===== config.mk =====
export PLATFORM = sky130hd
export DESIGN_NAME = aim_point_geometry_checker_core_flat
export DESIGN_NICKNAME = d
export VERILOG_FILES = /design/src/rtl/aptgc_pkg.sv /design/src/rtl/aptgc_req_if.sv /design/src/rtl/aptgc_rsp_if.sv /design/src/rtl/aptgc_front.sv /design/src/rtl/aptgc_queue.sv /design/src/rtl/aptgc_back.sv /design/src/rtl/aim_point_geometry_checker_core.sv /design/src/flat_wrapper.sv
export SDC_FILE = /design/constraint.sdc
export NUM_CORES = 2
export LEC_CHECK = 0
export ABC_AREA = 1
export BUFFER_PORTS_ARGS = -buffer_cell sky130_fd_sc_hd__buf_2
export CELL_PAD_IN_SITES_DETAIL_PLACEMENT = 0
export CELL_PAD_IN_SITES_GLOBAL_PLACEMENT = 1
export CORE_MARGIN = 3
export CORE_UTILIZATION = 51
export DETAILED_ROUTE_END_ITERATION = 7
export PLACE_DENSITY = 0.88
export SYNTH_ARGS = -nofsm -noshare
export SYNTH_HDL_FRONTEND = slang
export SYNTH_HIERARCHICAL = 1
export SYNTH_SLANG_ARGS = --single-unit

===== constraint.sdc =====
create_clock -name clock -period 16.8 [get_ports clock]
set_input_delay 0 -clock clock [delete_from_list [all_inputs] [get_ports clock]]
set_output_delay 0 -clock clock [all_outputs]
set_load 0.02 [all_outputs]

===== src/rtl/aptgc_pkg.sv =====
// Shared types, constants and register codes of the aim-point geometry checker.
package aptgc_pkg;

   localparam int COUNT_WIDTH_DEFAULT = 32;
   localparam int QUEUE_DEPTH         = 2;
   localparam int CSR_INDEX_WIDTH     = 3;
   localparam int CSR_DATA_WIDTH      = 16;
   localparam int NUM_WIDTH           = 28;   // (sight * focal) >> 4
   localparam int DEN_WIDTH           = 15;   // positive distance, Q7.8
   localparam int DIFF_WIDTH          = NUM_WIDTH + 2;
   localparam int DIV_STEPS           = NUM_WIDTH / 2;   // two quotient bits a cycle
   localparam int SPEED_SLOW_MAX      = 25;   // |speed| * 10 < 256

   localparam logic [14:0] IMAGE_WIDTH_RESET      = 15'd10240;
   localparam logic [14:0] IMAGE_HEIGHT_RESET     = 15'd7680;
   localparam logic [15:0] FOCAL_LENGTH_RESET     = 16'd8000;
   localparam logic [15:0] SIGHT_HEIGHT_RESET     = 16'd205;
   localparam logic [15:0] ALIGN_TOLERANCE_RESET  = 16'd80;
   localparam logic [15:0] OFFSET_TOLERANCE_RESET = 16'd80;

   typedef enum logic [CSR_INDEX_WIDTH-1:0] {
      REG_IMAGE_WIDTH,
      REG_IMAGE_HEIGHT,
      REG_FOCAL_LENGTH,
      REG_SIGHT_HEIGHT,
      REG_ALIGN_TOLERANCE,
      REG_OFFSET_TOLERANCE
   } aptgc_reg_type;

   typedef enum logic [1:0] {
      KIND_COORD,
      KIND_FULL,
      KIND_CLEAR
   } aptgc_kind_type;

   typedef enum logic [2:0] {
      ERR_NONE,
      ERR_NEG_X,
      ERR_NEG_Y,
      ERR_WIDTH,
      ERR_HEIGHT,
      ERR_DISTANCE,
      ERR_OFFSET,
      ERR_ALIGN
   } aptgc_err_type;

   typedef enum logic [1:0] {
      ST_IDLE,
      ST_DIV,
      ST_FINISH
   } aptgc_state_type;

   typedef struct packed {
      logic [14:0] image_width;
      logic [14:0] image_height;
      logic [15:0] focal_length;
      logic [15:0] sight_height;
      logic [15:0] align_tolerance;
      logic [15:0] offset_tolerance;
   } aptgc_cfg_type;

   // One classified request as it waits for the back end.
   typedef struct packed {
      logic [1:0]           kind;
      logic [2:0]           bounds_code;
      logic                 dist_ok;
      logic                 needs_div;
      logic                 slow;
      logic signed [16:0]   dy;
      logic [15:0]          adx;
      logic [NUM_WIDTH-1:0] num;
      logic [DEN_WIDTH-1:0] den;
      logic [31:0]          stamp;
   } aptgc_job_type;

endpackage


===== src/rtl/aptgc_req_if.sv =====
// Request channel of the aim-point geometry checker.
interface aptgc_req_if;
   logic               valid;
   logic               ready;
   logic [1:0]         kind;
   logic signed [15:0] aim_x;
   logic signed [15:0] aim_y;
   logic signed [15:0] box_x;
   logic signed [15:0] box_y;
   logic signed [15:0] distance;
   logic signed [15:0] speed_x;
   logic [31:0]        stamp;

   modport source (output valid, kind, aim_x, aim_y, box_x, box_y, distance, speed_x, stamp,
                   input ready);
   modport sink   (input valid, kind, aim_x, aim_y, box_x, box_y, distance, speed_x, stamp,
                   output ready);
endinterface


===== src/rtl/aptgc_rsp_if.sv =====
// Result channel of the aim-point geometry checker.
interface aptgc_rsp_if;
   logic        valid;
   logic        ready;
   logic        passed;
   logic [2:0]  fail_code;
   logic [31:0] stamp_out;
   logic [31:0] total_count;
   logic [31:0] bounds_count;
   logic [31:0] offset_count;
   logic [31:0] align_count;

   modport source (output valid, passed, fail_code, stamp_out, total_count, bounds_count,
                   offset_count, align_count, input ready);
   modport sink   (input valid, passed, fail_code, stamp_out, total_count, bounds_count,
                   offset_count, align_count, output ready);
endinterface


===== src/rtl/aptgc_front.sv =====
// Front end: accepts requests, runs the bounds and distance tests, prepares the divide.
module aptgc_front (
   aptgc_req_if.sink             req,
   input  aptgc_pkg::aptgc_cfg_type cfg,
   input  logic                  queue_full,
   output logic                  push,
   output aptgc_pkg::aptgc_job_type job
);
   import aptgc_pkg::*;

   logic [31:0]        product;
   logic signed [16:0] dx;
   logic [2:0]         bcode;

   assign req.ready = !queue_full;
   assign push      = req.valid && !queue_full;

   always_comb begin
      // first failing bound wins
      if (req.aim_x[15])
         bcode = ERR_NEG_X;
      else if (req.aim_y[15])
         bcode = ERR_NEG_Y;
      else if (req.aim_x[14:0] > cfg.image_width)
         bcode = ERR_WIDTH;
      else if (req.aim_y[14:0] > cfg.image_height)
         bcode = ERR_HEIGHT;
      else
         bcode = ERR_NONE;

      product = cfg.sight_height * cfg.focal_length;
      dx      = {req.box_x[15], req.box_x} - {req.aim_x[15], req.aim_x};

      job.kind        = req.kind;
      job.bounds_code = bcode;
      job.dist_ok     = !req.distance[15] && (req.distance != 16'sd0);
      job.needs_div   = (req.kind == KIND_FULL) && (bcode == ERR_NONE) && job.dist_ok;
      job.slow        = (req.speed_x <= 16'(SPEED_SLOW_MAX))
                        && (req.speed_x >= -16'(SPEED_SLOW_MAX));
      job.dy          = {req.box_y[15], req.box_y} - {req.aim_y[15], req.aim_y};
      job.adx         = dx[16] ? 16'(-dx) : dx[15:0];
      job.num         = product[31:4];
      job.den         = req.distance[DEN_WIDTH-1:0];
      job.stamp       = req.stamp;
   end

endmodule


===== src/rtl/aptgc_queue.sv =====
// Short register queue between front and back end.
module aptgc_queue #(
   parameter int DEPTH = aptgc_pkg::QUEUE_DEPTH
) (
   input  logic                     clock,
   input  logic                     reset,
   input  logic                     push,
   input  aptgc_pkg::aptgc_job_type push_job,
   output logic                     full,
   input  logic                     pop,
   output aptgc_pkg::aptgc_job_type head_job,
   output logic                     empty
);
   import aptgc_pkg::*;

   localparam int PTR_W = $clog2(DEPTH);
   localparam int CNT_W = $clog2(DEPTH + 1);

   aptgc_job_type    entry_ff [DEPTH];
   logic [PTR_W-1:0] wr_ptr_ff, wr_ptr_in;
   logic [PTR_W-1:0] rd_ptr_ff, rd_ptr_in;
   logic [CNT_W-1:0] count_ff, count_in;

   assign full     = (count_ff == CNT_W'(DEPTH));
   assign empty    = (count_ff == '0);
   assign head_job = entry_ff[rd_ptr_ff];

   always_comb begin
      wr_ptr_in = wr_ptr_ff;
      rd_ptr_in = rd_ptr_ff;
      count_in  = count_ff;
      if (push)
         wr_ptr_in = (wr_ptr_ff == PTR_W'(DEPTH - 1)) ? '0 : wr_ptr_ff + 1'b1;
      if (pop)
         rd_ptr_in = (rd_ptr_ff == PTR_W'(DEPTH - 1)) ? '0 : rd_ptr_ff + 1'b1;
      if (push && !pop)
         count_in = count_ff + 1'b1;
      else if (pop && !push)
         count_in = count_ff - 1'b1;
   end

   always_ff @(posedge clock) begin
      if (reset) begin
         wr_ptr_ff <= '0;
         rd_ptr_ff <= '0;
         count_ff  <= '0;
      end else begin
         wr_ptr_ff <= wr_ptr_in;
         rd_ptr_ff <= rd_ptr_in;
         count_ff  <= count_in;
      end
   end

   always_ff @(posedge clock) begin
      if (push)
         entry_ff[wr_ptr_ff] <= push_job;
   end

endmodule


===== src/rtl/aptgc_back.sv =====
// Back end: radix-4 divider for the expected offset, final checks, counters, result register.
module aptgc_back #(
   parameter int COUNT_WIDTH = aptgc_pkg::COUNT_WIDTH_DEFAULT
) (
   input  logic                     clock,
   input  logic                     reset,
   input  aptgc_pkg::aptgc_cfg_type cfg,
   input  logic                     queue_empty,
   input  aptgc_pkg::aptgc_job_type head_job,
   output logic                     queue_pop,
   aptgc_rsp_if.source              rsp
);
   import aptgc_pkg::*;

   localparam int STEP_W = $clog2(DIV_STEPS);

   function automatic logic [DEN_WIDTH:0] div_step(input logic [DEN_WIDTH-1:0] r,
                                                   input logic b,
                                                   input logic [DEN_WIDTH-1:0] d);
      logic [DEN_WIDTH:0] t;
      logic [DEN_WIDTH:0] s;
      t = {r, b};
      s = t - {1'b0, d};
      if (t >= {1'b0, d})
         return {1'b1, s[DEN_WIDTH-1:0]};
      else
         return {1'b0, t[DEN_WIDTH-1:0]};
   endfunction

   function automatic logic [COUNT_WIDTH-1:0] sat_inc(input logic [COUNT_WIDTH-1:0] c);
      return (&c) ? c : c + 1'b1;
   endfunction

   function automatic logic [31:0] low32(input logic [COUNT_WIDTH-1:0] c);
      logic [COUNT_WIDTH+31:0] e;
      e = {32'd0, c};
      return e[31:0];
   endfunction

   aptgc_state_type       state_ff, state_in;
   aptgc_job_type         job_ff, job_in;
   logic [NUM_WIDTH-1:0]  num_ff, num_in;
   logic [NUM_WIDTH-1:0]  quot_ff, quot_in;
   logic [DEN_WIDTH-1:0]  rem_ff, rem_in;
   logic [STEP_W-1:0]     step_ff, step_in;

   logic [COUNT_WIDTH-1:0] total_ff, total_in;
   logic [COUNT_WIDTH-1:0] bounds_ff, bounds_in;
   logic [COUNT_WIDTH-1:0] offset_ff, offset_in;
   logic [COUNT_WIDTH-1:0] align_ff, align_in;

   logic        rsp_valid_ff, rsp_valid_in;
   logic        passed_ff, passed_in;
   logic [2:0]  code_ff, code_in;
   logic [31:0] stamp_ff, stamp_in;
   logic [31:0] total_out_ff, bounds_out_ff, offset_out_ff, align_out_ff;

   logic [DEN_WIDTH:0]          step_a, step_b;
   logic signed [DIFF_WIDTH-1:0] diff;
   logic [DIFF_WIDTH-1:0]       adiff;
   logic                        off_bad;
   logic                        clear;
   logic                        load;
   logic                        out_free;

   assign out_free = !rsp_valid_ff || rsp.ready;

   // two restoring steps a cycle
   always_comb begin
      step_a = div_step(rem_ff, num_ff[NUM_WIDTH-1], job_ff.den);
      step_b = div_step(step_a[DEN_WIDTH-1:0], num_ff[NUM_WIDTH-2], job_ff.den);
   end

   // final classification of the job in hand
   always_comb begin
      diff    = {{(DIFF_WIDTH-17){job_ff.dy[16]}}, job_ff.dy} - {2'b00, quot_ff};
      adiff   = diff[DIFF_WIDTH-1] ? DIFF_WIDTH'(-diff) : diff;
      off_bad = adiff > {{(DIFF_WIDTH-16){1'b0}}, cfg.offset_tolerance};
      clear   = 1'b0;
      code_in = ERR_NONE;
      passed_in = 1'b0;
      case (job_ff.kind)
         KIND_COORD: begin
            code_in   = job_ff.bounds_code;
            passed_in = (job_ff.bounds_code == ERR_NONE);
         end
         KIND_FULL: begin
            if (job_ff.bounds_code != ERR_NONE)
               code_in = job_ff.bounds_code;
            else if (!job_ff.dist_ok)
               code_in = ERR_DISTANCE;
            else if (off_bad)
               code_in = ERR_OFFSET;
            else if (job_ff.slow && (job_ff.adx > cfg.align_tolerance))
               code_in = ERR_ALIGN;
            passed_in = (code_in == ERR_NONE);
         end
         KIND_CLEAR: begin
            clear     = 1'b1;
            passed_in = 1'b1;
         end
         default: ;
      endcase
      stamp_in = job_ff.stamp;
   end

   always_comb begin
      total_in  = total_ff;
      bounds_in = bounds_ff;
      offset_in = offset_ff;
      align_in  = align_ff;
      if (clear) begin
         total_in  = '0;
         bounds_in = '0;
         offset_in = '0;
         align_in  = '0;
      end else if (code_in != ERR_NONE) begin
         total_in = sat_inc(total_ff);
         case (code_in) inside
            ERR_NEG_X, ERR_NEG_Y, ERR_WIDTH, ERR_HEIGHT: bounds_in = sat_inc(bounds_ff);
            ERR_OFFSET: offset_in = sat_inc(offset_ff);
            ERR_ALIGN:  align_in  = sat_inc(align_ff);
            default: ;
         endcase
      end
   end

   always_comb begin
      state_in  = state_ff;
      job_in    = job_ff;
      num_in    = num_ff;
      quot_in   = quot_ff;
      rem_in    = rem_ff;
      step_in   = step_ff;
      queue_pop = 1'b0;
      load      = 1'b0;
      unique case (state_ff)
         ST_IDLE: begin
            if (!queue_empty) begin
               queue_pop = 1'b1;
               job_in    = head_job;
               num_in    = head_job.num;
               quot_in   = '0;
               rem_in    = '0;
               step_in   = '0;
               state_in  = head_job.needs_div ? ST_DIV : ST_FINISH;
            end
         end
         ST_DIV: begin
            num_in  = {num_ff[NUM_WIDTH-3:0], 2'b00};
            quot_in = {quot_ff[NUM_WIDTH-3:0], step_a[DEN_WIDTH], step_b[DEN_WIDTH]};
            rem_in  = step_b[DEN_WIDTH-1:0];
            step_in = step_ff + 1'b1;
            if (step_ff == STEP_W'(DIV_STEPS - 1))
               state_in = ST_FINISH;
         end
         ST_FINISH: begin
            if (out_free) begin
               load     = 1'b1;
               state_in = ST_IDLE;
            end
         end
         default: state_in = ST_IDLE;
      endcase
      rsp_valid_in = load || (rsp_valid_ff && !rsp.ready);
   end

   always_ff @(posedge clock) begin
      if (reset) begin
         state_ff     <= ST_IDLE;
         rsp_valid_ff <= 1'b0;
         total_ff     <= '0;
         bounds_ff    <= '0;
         offset_ff    <= '0;
         align_ff     <= '0;
      end else begin
         state_ff     <= state_in;
         rsp_valid_ff <= rsp_valid_in;
         if (load) begin
            total_ff  <= total_in;
            bounds_ff <= bounds_in;
            offset_ff <= offset_in;
            align_ff  <= align_in;
         end
      end
   end

   always_ff @(posedge clock) begin
      job_ff  <= job_in;
      num_ff  <= num_in;
      quot_ff <= quot_in;
      rem_ff  <= rem_in;
      step_ff <= step_in;
      if (load) begin
         passed_ff     <= passed_in;
         code_ff       <= code_in;
         stamp_ff      <= stamp_in;
         total_out_ff  <= low32(total_in);
         bounds_out_ff <= low32(bounds_in);
         offset_out_ff <= low32(offset_in);
         align_out_ff  <= low32(align_in);
      end
   end

   assign rsp.valid        = rsp_valid_ff;
   assign rsp.passed       = passed_ff;
   assign rsp.fail_code    = code_ff;
   assign rsp.stamp_out    = stamp_ff;
   assign rsp.total_count  = total_out_ff;
   assign rsp.bounds_count = bounds_out_ff;
   assign rsp.offset_count = offset_out_ff;
   assign rsp.align_count  = align_out_ff;

endmodule


===== src/rtl/aim_point_geometry_checker_core.sv =====
// Top level of the aim-point geometry checker: configuration registers and the three stages.
//
// Usage:
//   req carries one request: a coordinate check, a full aim check or a counter
//   clear; it is taken on a clock edge with req.valid and req.ready high.
//   rsp returns exactly one result per request, in order, with the error code
//   and the four saturating error counters as they stand after that request.
//   csr_we/csr_index/csr_wdata write the six geometry registers; write them
//   only while no request is in flight.
// Timing:
//   A coordinate check, a clear or a full check that fails before the divide
//   goes from the queue pop straight to the finish state; a full check that
//   reaches the offset test goes from the pop through the divide, two quotient
//   bits per step, to the finish. The back end pops the next request only after
//   loading the last result; the front end keeps taking requests into a 2-entry
//   queue while the divider works or the result register waits.
// Reset: synchronous, active high. Counters clear, registers take their
//   defaults, queue and result register empty.
// Stall: a result holds in the output register until rsp.ready; the back end
//   then stops, the queue fills and req.ready drops.
module aim_point_geometry_checker_core #(
   parameter int COUNT_WIDTH = aptgc_pkg::COUNT_WIDTH_DEFAULT,
   parameter int QUEUE_DEPTH = aptgc_pkg::QUEUE_DEPTH
) (
   input  logic                                  clock,
   input  logic                                  reset,
   aptgc_req_if.sink                             req,
   aptgc_rsp_if.source                           rsp,
   input  logic                                  csr_we,
   input  logic [aptgc_pkg::CSR_INDEX_WIDTH-1:0] csr_index,
   input  logic [aptgc_pkg::CSR_DATA_WIDTH-1:0]  csr_wdata
);
   import aptgc_pkg::*;

   aptgc_cfg_type cfg_ff, cfg_in;
   aptgc_job_type push_job, head_job;
   logic          push, queue_full, queue_pop, queue_empty;

   // register write decode; unknown indexes are dropped
   always_comb begin
      cfg_in = cfg_ff;
      if (csr_we) begin
         unique case (csr_index)
            REG_IMAGE_WIDTH:      cfg_in.image_width      = csr_wdata[14:0];
            REG_IMAGE_HEIGHT:     cfg_in.image_height     = csr_wdata[14:0];
            REG_FOCAL_LENGTH:     cfg_in.focal_length     = csr_wdata;
            REG_SIGHT_HEIGHT:     cfg_in.sight_height     = csr_wdata;
            REG_ALIGN_TOLERANCE:  cfg_in.align_tolerance  = csr_wdata;
            REG_OFFSET_TOLERANCE: cfg_in.offset_tolerance = csr_wdata;
            default: ;
         endcase
      end
   end

   always_ff @(posedge clock) begin
      if (reset) begin
         cfg_ff.image_width      <= IMAGE_WIDTH_RESET;
         cfg_ff.image_height     <= IMAGE_HEIGHT_RESET;
         cfg_ff.focal_length     <= FOCAL_LENGTH_RESET;
         cfg_ff.sight_height     <= SIGHT_HEIGHT_RESET;
         cfg_ff.align_tolerance  <= ALIGN_TOLERANCE_RESET;
         cfg_ff.offset_tolerance <= OFFSET_TOLERANCE_RESET;
      end else begin
         cfg_ff <= cfg_in;
      end
   end

   // classify each request as it arrives
   aptgc_front u_front (
      .req        (req),
      .cfg        (cfg_ff),
      .queue_full (queue_full),
      .push       (push),
      .job        (push_job)
   );

   aptgc_queue #(
      .DEPTH (QUEUE_DEPTH)
   ) u_queue (
      .clock    (clock),
      .reset    (reset),
      .push     (push),
      .push_job (push_job),
      .full     (queue_full),
      .pop      (queue_pop),
      .head_job (head_job),
      .empty    (queue_empty)
   );

   // divide, final checks, counters and result register
   aptgc_back #(
      .COUNT_WIDTH (COUNT_WIDTH)
   ) u_back (
      .clock       (clock),
      .reset       (reset),
      .cfg         (cfg_ff),
      .queue_empty (queue_empty),
      .head_job    (head_job),
      .queue_pop   (queue_pop),
      .rsp         (rsp)
   );

endmodule

===== src/flat_wrapper.sv =====
// flat-port wrapper written by rule: the top's interface ports become plain ports
module aim_point_geometry_checker_core_flat import aptgc_pkg::*;
#(
   parameter int COUNT_WIDTH = aptgc_pkg::COUNT_WIDTH_DEFAULT,
   parameter int QUEUE_DEPTH = aptgc_pkg::QUEUE_DEPTH
)
  (clock, reset, csr_we, csr_index, csr_wdata, req_valid, req_kind, req_aim_x, req_aim_y, req_box_x, req_box_y, req_distance, req_speed_x, req_stamp, req_ready, rsp_valid, rsp_passed, rsp_fail_code, rsp_stamp_out, rsp_total_count, rsp_bounds_count, rsp_offset_count, rsp_align_count, rsp_ready);
  aptgc_req_if req_i ();
  aptgc_rsp_if rsp_i ();
  input  logic clock;
  input  logic reset;
  input  logic csr_we;
  input  logic [aptgc_pkg::CSR_INDEX_WIDTH-1:0] csr_index;
  input  logic [aptgc_pkg::CSR_DATA_WIDTH-1:0] csr_wdata;
  input wire logic [$bits(req_i.valid)-1:0] req_valid;
  input wire logic [$bits(req_i.kind)-1:0] req_kind;
  input wire logic [$bits(req_i.aim_x)-1:0] req_aim_x;
  input wire logic [$bits(req_i.aim_y)-1:0] req_aim_y;
  input wire logic [$bits(req_i.box_x)-1:0] req_box_x;
  input wire logic [$bits(req_i.box_y)-1:0] req_box_y;
  input wire logic [$bits(req_i.distance)-1:0] req_distance;
  input wire logic [$bits(req_i.speed_x)-1:0] req_speed_x;
  input wire logic [$bits(req_i.stamp)-1:0] req_stamp;
  output wire logic [$bits(req_i.ready)-1:0] req_ready;
  output wire logic [$bits(rsp_i.valid)-1:0] rsp_valid;
  output wire logic [$bits(rsp_i.passed)-1:0] rsp_passed;
  output wire logic [$bits(rsp_i.fail_code)-1:0] rsp_fail_code;
  output wire logic [$bits(rsp_i.stamp_out)-1:0] rsp_stamp_out;
  output wire logic [$bits(rsp_i.total_count)-1:0] rsp_total_count;
  output wire logic [$bits(rsp_i.bounds_count)-1:0] rsp_bounds_count;
  output wire logic [$bits(rsp_i.offset_count)-1:0] rsp_offset_count;
  output wire logic [$bits(rsp_i.align_count)-1:0] rsp_align_count;
  input wire logic [$bits(rsp_i.ready)-1:0] rsp_ready;
  assign req_i.valid = req_valid;
  assign req_i.kind = req_kind;
  assign req_i.aim_x = req_aim_x;
  assign req_i.aim_y = req_aim_y;
  assign req_i.box_x = req_box_x;
  assign req_i.box_y = req_box_y;
  assign req_i.distance = req_distance;
  assign req_i.speed_x = req_speed_x;
  assign req_i.stamp = req_stamp;
  assign req_ready = req_i.ready;
  assign rsp_valid = rsp_i.valid;
  assign rsp_passed = rsp_i.passed;
  assign rsp_fail_code = rsp_i.fail_code;
  assign rsp_stamp_out = rsp_i.stamp_out;
  assign rsp_total_count = rsp_i.total_count;
  assign rsp_bounds_count = rsp_i.bounds_count;
  assign rsp_offset_count = rsp_i.offset_count;
  assign rsp_align_count = rsp_i.align_count;
  assign rsp_i.ready = rsp_ready;
  aim_point_geometry_checker_core #(.COUNT_WIDTH(COUNT_WIDTH), .QUEUE_DEPTH(QUEUE_DEPTH)) u_core (.clock(clock), .reset(reset), .req(req_i), .rsp(rsp_i), .csr_we(csr_we), .csr_index(csr_index), .csr_wdata(csr_wdata));
endmodule

## Word level (Yosys, flattened, before mapping)

Memories as Yosys holds them, arrays and structs flattened. A register that Yosys moved wholly into a read port is not among the register bits.
Index checks and enable logic that the tools add are counted.
W data, S select, Z words.

| operators by class | value |
|---|---|
| add/sub/neg operators | 16 |
| multiply operators | 1 |
| order comparisons | 8 |
| equal/unequal tests | 21 |
| muxes and demuxes | 59 |
| bitwise operators | 1 |
| reduce and logical (&&, ||, !) cells | 43 |

Operators by type and width:

| kind | count |
|---|---|
| $mux W32 | 18 |
| $add A32 B1 Y32 const B | 4 |
| $reduce_and A32 Y1 | 4 |
| $pmux W28 S2 | 2 |
| $mux W28 | 2 |
| $mux W16 | 3 |
| $sub A16 B16 Y17 | 2 |
| $ge A16 B15 Y1 | 2 |
| $mul A16 B16 Y32 | 1 |
| $gt A15 B15 Y1 | 2 |
| $gt A30 B16 Y1 | 1 |
| $mux W30 | 1 |
| $neg A30 Y30 | 1 |
| $pmux W15 S2 | 1 |
| $sub A15 B15 Y15 | 2 |
| $sub A17 B29 Y30 | 1 |
| $mux W3 | 9 |
| $ge A16 B6 Y1 const B | 1 |
| $gt A16 B16 Y1 | 1 |
| $le A16 B6 Y1 const B | 1 |
| $neg A16 Y16 | 1 |
| $reduce_and A2 Y1 | 8 |
| $reduce_bool A16 Y1 | 1 |
| $eq A3 B3 Y1 const B | 5 |
| other kinds (28) | 75 |

| word-level totals | value |
|---|---|
| register bits after elaboration | 555 |
| RAM bits | 232 |
| input bits | 154 |
| output and inout port bits | 166 |
| logic and storage cells | 184 |
| memories kept | 1 |

Memories:

| memory | words | width | read ports | clocked after memory_dff | write ports | line | text |
|---|---|---|---|---|---|---|---|
| u_core.u_queue.entry_ff | 2 | 116 | 1 | 1 | 1 | aptgc_queue.sv:19 | `aptgc_job_type entry_ff [DEPTH];` |

## Longest topological paths before layout

| depth | value |
|---|---|
| depth in word-level cells | 15 |
| gate-level depth with buffers | 43 |
| depth with buffers taken out | 40 |

## Modules after synthesis

Netlist, hierarchy kept.

Modules (own cells, without submodules):

| module | instances | cells an instance | area an instance (sq um) | sequential area each (sq um) |
|---|---|---|---|---|
| aptgc_back | 1 | 3,469 | 27,695.3 | 12,411.9 |
| aptgc_front | 1 | 1,778 | 12,244.2 | 0.0 |
| aptgc_queue | 1 | 394 | 8,752.1 | 7,066.8 |
| aim_point_geometry_checker_core | 1 | 525 | 3,726.1 | 1,881.8 |

## Worst setup path before layout

No wires, ideal clock.

| path | value |
|---|---|
| path type | flip-flop to flip-flop |
| start | register u_core.u_back.rsp_valid_ff (netlist: u_core/u_back/rsp.valid) |
| end | register u_core.u_back.total_ff[23] |
| library setup time | 0.353 ns |
| data arrival time | 6.054 ns |
| required time | 16.447 ns |
| path slack | 10.393 ns |
| stages on the path, launching flop included | 7 |
| buffers on the path | 2 |
| clock period less this slack | 6.407 ns |
| path through | dfxtp_1 -> inv_1 -> nor2_1 -> nor3_1 -> clkbuf_1 -> clkbuf_1 -> a21oi_1 |

| between the ends | value |
|---|---|
| cells in the longest elaborated chain, start to end | 4 |

RTL lines:

| element | line | text |
|---|---|---|
| from (decl) | aptgc_back.sv:52 | `logic rsp_valid_ff, rsp_valid_in;` |
| from (signal assigned) | aptgc_back.sv:178 | `rsp_valid_ff <= rsp_valid_in;` |
| $logic_not A1 Y1 | aptgc_back.sv:66 | `assign out_free = !rsp_valid_ff \|\| rsp.ready;` |
| $logic_or A1 B1 Y1 | aptgc_back.sv:66 |  |
| $mux W1 | aptgc_back.sv:158 | `if (out_free) begin` |
| $mux W1 | aptgc_back.sv:137 | `unique case (state_ff)` |
| named net u_core.u_back.load | aptgc_back.sv:63 | `logic load;` |
| to (signal assigned) | aptgc_back.sv:180 | `total_ff <= total_in;` |
| to (decl) | aptgc_back.sv:47 | `logic [COUNT_WIDTH-1:0] total_ff, total_in;` |

The timed path passes the listed nets, and every way through them passes these cells.
A chain may end at the register's enable or synchronous reset.

## Final worst setup path

| path | value |
|---|---|
| start | register u_core/u_back/job_ff[107] (netlist name) |
| end | register u_core.u_back.align_out_ff[2] (netlist: u_core/u_back/rsp.align_count[2]), data pin |

| between the ends | value |
|---|---|
| cells in the longest elaborated chain, start to end | 15 |
| elaborated cells between the ends (all ways) | 22 |
| those cells by class | 2 x add/sub; 1 x order compare; 6 x eq/ne; 11 x mux; 2 x reduce/logical |

RTL lines:

| element | line | text |
|---|---|---|
| from (decl) | aptgc_back.sv:41 | `aptgc_job_type job_ff, job_in;` |
| from (signal assigned) | aptgc_back.sv:189 | `job_ff <= job_in;` |
| $sub A17 B29 Y30 * | aptgc_back.sv:76 | `diff = {{(DIFF_WIDTH-17){job_ff.dy[16]}}, job_ff.dy} - {2'b00, quot_ff};` |
| $neg A30 Y30 | aptgc_back.sv:77 | `adiff = diff[DIFF_WIDTH-1] ? DIFF_WIDTH'(-diff) : diff;` |
| $mux W30 * | aptgc_back.sv:77 |  |
| $gt A30 B16 Y1 * | aptgc_back.sv:78 | `off_bad = adiff > {{(DIFF_WIDTH-16){1'b0}}, cfg.offset_tolerance};` |
| $mux W3 * | aptgc_back.sv:92 | `else if (off_bad)` |
| $mux W3 * | aptgc_back.sv:90 | `else if (!job_ff.dist_ok)` |
| $mux W3 * | aptgc_back.sv:88 | `if (job_ff.bounds_code != ERR_NONE)` |
| $mux W3 * | aptgc_back.sv:82 | `case (job_ff.kind)` |
| $pmux W3 S2 * | aptgc_back.sv:82 |  |
| $eq A3 B3 Y1 (no line) | n/a |  |
| $mux W32 (3 in series) | aptgc_back.sv:119 | `case (code_in) inside` |
| $mux W32 * | aptgc_back.sv:117 | `end else if (code_in != ERR_NONE) begin` |
| $mux W32 * | aptgc_back.sv:112 | `if (clear) begin` |
| named net u_core.u_back.align_in[2] | aptgc_back.sv:50 | `logic [COUNT_WIDTH-1:0] align_ff, align_in;` |
| to (signal assigned) | aptgc_back.sv:201 | `align_out_ff <= low32(align_in);` |
| to (decl) | aptgc_back.sv:56 | `logic [31:0] total_out_ff, bounds_out_ff, offset_out_ff, align_out_ff;` |

Mark *: on every way through the listed nets, which the timed path passes. The rest lies on a longest branch. The select of a mux whose other input is x is not followed.

==> impl_metrics.yaml <==
placed_design:
  place_ws_ps: 10270
  portBuffers: 319
  place_inst: 7607
  dp_hpwl_um: 96200
  placed_area_mm2: 0.0546
  place_congestion: 0.922
global_route:
  grt_pass1_wl_um: 213000
  first_global_vias: 40100
  grt_overflow: 0
  grt_max_degree: 212
  grt_usage_pct: 24.6
  antenna_found_initial: 1
timing:
  finalMaxSlewViolations: 0
  fin_ws_ps: 10110
  fin_skew_ps: 34.3
  worstMarginPinSlew_ps: 1180
  timing.fmax_mhz: 149
  min_period_ps: 6690
  rsz0062_at_grt: "no"
  relSlewSlack_pct: 21.6
  finalHoldViolations: 0
  setup_viol: 0
  finalSetupTns_ps: 0
  fin_crit_sh_pct: 39.8
clock_network:
  cts_tree: "yes"
  cts.sinks: 788
  cts_buffer_depth: 3
  ctsResizeCount: 0
  h-tree-depth: 3
  worstSkewPairLatency_ps: 680
  clk_pin_slew_ps: 70
  ctsRootBufferMaster: "clkbuf_16"
  cts_made_buffers: 87
  post-cts-setup-buffers: 0
yosys:
  synth_edf_count: 558
  synthArstFlopShare_pct: 0
  synth_top_family_by_area: "simple AND/OR/NAND/NOR gates"
  synth_warnings: 6
  synth_cell_types: 65
  yosys-top-cells-count: "1361 x nand2_1, 1115 x inv_1, 558 x edfxtp_1, 485 x nor2_1, 356 x nand3_1"
  synth_compound_area_share_pct: 7.02
  yosys.area.top_type_share_pct: 32.0
  yosysMostFrequentCell: "nand2_1"
  ys_ff_latch: 788
  synth_fa_ha_area_share_pct: 13.9
  synth_area_mm2: 0.0524
  synthMuxAreaShare_pct: 2.78
  synthXorXnorAreaFrac_pct: 2.78
  synth_ff_type: "edfxtp_1"
  synth_nets: 6782
  yosysSeqAreaShare_pct: 40.8
  synth_area_leaders: "edfxtp_1 32%, nand2_1 9.7%, dfxtp_1 8.8%"
  synth-simple-area-share_pct: 21.9
  syn_inst: 6166
  synth_area_leader_cell: "edfxtp_1"
  synth_area_per_cell_um2: 8.50
critical_path:
  crit_path_start_kind: "flop"
  cp_slowest_cell: "edfxtp_1"
  crit_type: "flop to flop"
  worstPathRequired_ps: 17210
  cp-end-kind: "flop"
  arrival_ps: 7100
  worstPathMaxFanout: 37
  critPathMaxStageDelay_ps: 640
pwr:
  irDropWorstVdd_mv: 0.139
  power_density_mw_per_mm2: 183
  leakage_nw: 27.2
detailed_routing:
  wl_um: 132000
  vias: 40800
  avgViaCountPerCell: 5.16
  wire_per_inst_um: 16.7
  drt_pass1_iterations: 6
  postRouteAntennaNets: 0
  drc: 0
  dr.first_iter.drc_count: 2946
floorplan:
  dieHeight_um: 327
  row_count: 116
  coreArea_mm2: 0.101
  start_util_pct: 51.9
  fp.dieW_um: 327
  die_area_mm2: 0.107
  ioPinCount: 320
run:
  drv_cap: 0
final_layout:
  areaGrowthSynthToFinish_pct: 12.0
  top_register: "u_core/u_queue/entry_ff"
  utilization_pct: 58.1
  final_cells: 7897
  largestRegisters: "u_core/u_queue/entry_ff x232, u_core/cfg_ff x94, u_core/u_back/job_ff x55"
  largest_register_ffs: 232
  fin_area_mm2: 0.0587
  nets: 7080
  layout-drive-gt1-share_pct: 13.3
hold_path:
  hold_path_class: "primary input to flop"
status:
  status: "complete, no violations"
## critical path: cells and delay by family (launching register included)
kind | cells | cell delay, ps
xor+xnor | 1 | 160
buf+inv | 5 | 680
compound gates | 3 | 640
flops | 1 | 640
simple gates | 21 | 3430
fa+ha+maj | 2 | 800
## cells in the final DEF (no fill, tap or decap), types with 36 or more instances in the layout
master / count
nand2_1: 1361
inv_1: 1111
edfxtp_1: 558
nor2_1: 481
nand3_1: 356
buf_2: 319
ha_1: 263
a21oi_1: 251
dfxtp_1: 229
o21ai_0: 222
fa_1: 199
dlygate4sd3_1: 125
xor2_1: 104
clkbuf_16: 87
nor3_1: 76
mux2_2: 76
nand4_1: 75
xnor2_1: 57
o21ai_1: 52
nand3_2: 51
a21oi_2: 47
nand2_2: 40
mux2_4: 40
nor4_1: 36
## logic make-up (layout without fill, tap and decap cells)
group | count (synthesis) | count (layout)
adder cells (fa/ha/maj) | 462 | 462
flip-flops | 788 | 788
buffers and inverters | 1400 | 1772
XOR/XNOR | 164 | 164
AND/OR/NAND/NOR | 2585 | 2585
multiplexers | 116 | 116
other | 0 | 2
AO/OA/AOI/OAI | 651 | 651
## where the power goes
part / total (mW) / internal, mW / switching (mW) / leakage [nW]
Sequential: 3.30 / 2.95 / 0.356 / 7.17
Clock: 1.92 / 1.11 / 0.806 / 1.40
Combinational: 5.52 / 1.85 / 3.67 / 18.6
## repair_timing
action                                  in CTS  in global routing
hold endpoints to repair                   247                  0
hold buffers                               125                  0
endpoints found under the setup margin       0                  0
## per-layer routing
metal  global-route usage (%)  part of all wire [%]  up-vias
met2                     41.3                    47     1084
met3                     3.28                   5.5      185
met1                     33.5                    45    19200
met4                     7.00                   2.4        0
li1                         -                     -    20300
met5                        0                     0        -
## path summary, 6_finish.rpt
check	end	from	cells after the start	slack, ps
max reg2reg	u_core/u_back/rsp.align_count[2]	u_core/u_back/job_ff[107]	32	10110
max	u_core/u_back/rsp.align_count[2]	u_core/u_back/job_ff[107]	32	10110
min reg2reg	u_core/u_back/rsp.stamp_out[31]	u_core/u_back/stamp_in[31]	0	420
min	u_core/u_queue/entry_ff[1][90]	req_aim_x[14]	7	70
## cell type report
cell class | count | area, µm²
clock inverter | 60 | 612
multi-input combinational | 3978 | 25400
sequential | 788 | 21400
clock buffer | 103 | 2270
fill | 9145 | 42300
inverter | 1144 | 4310
tap | 1357 | 1700
antenna | 2 | 5.00
timing repair buffer | 465 | 3030
## through the flow
stage | hold slack [ps] | power [mW]
6_report | 68.5 | 10.7
5_1_grt | 48.0 | 11.7
4_1_cts | 1.99 | 10.8
3_5_place_dp | 192 | 8.80
3_3_place_gp | 188 | 8.71
2_1_floorplan | 69.1 | 7.59
No activity file was read; power rests on OpenSTA's default activity.
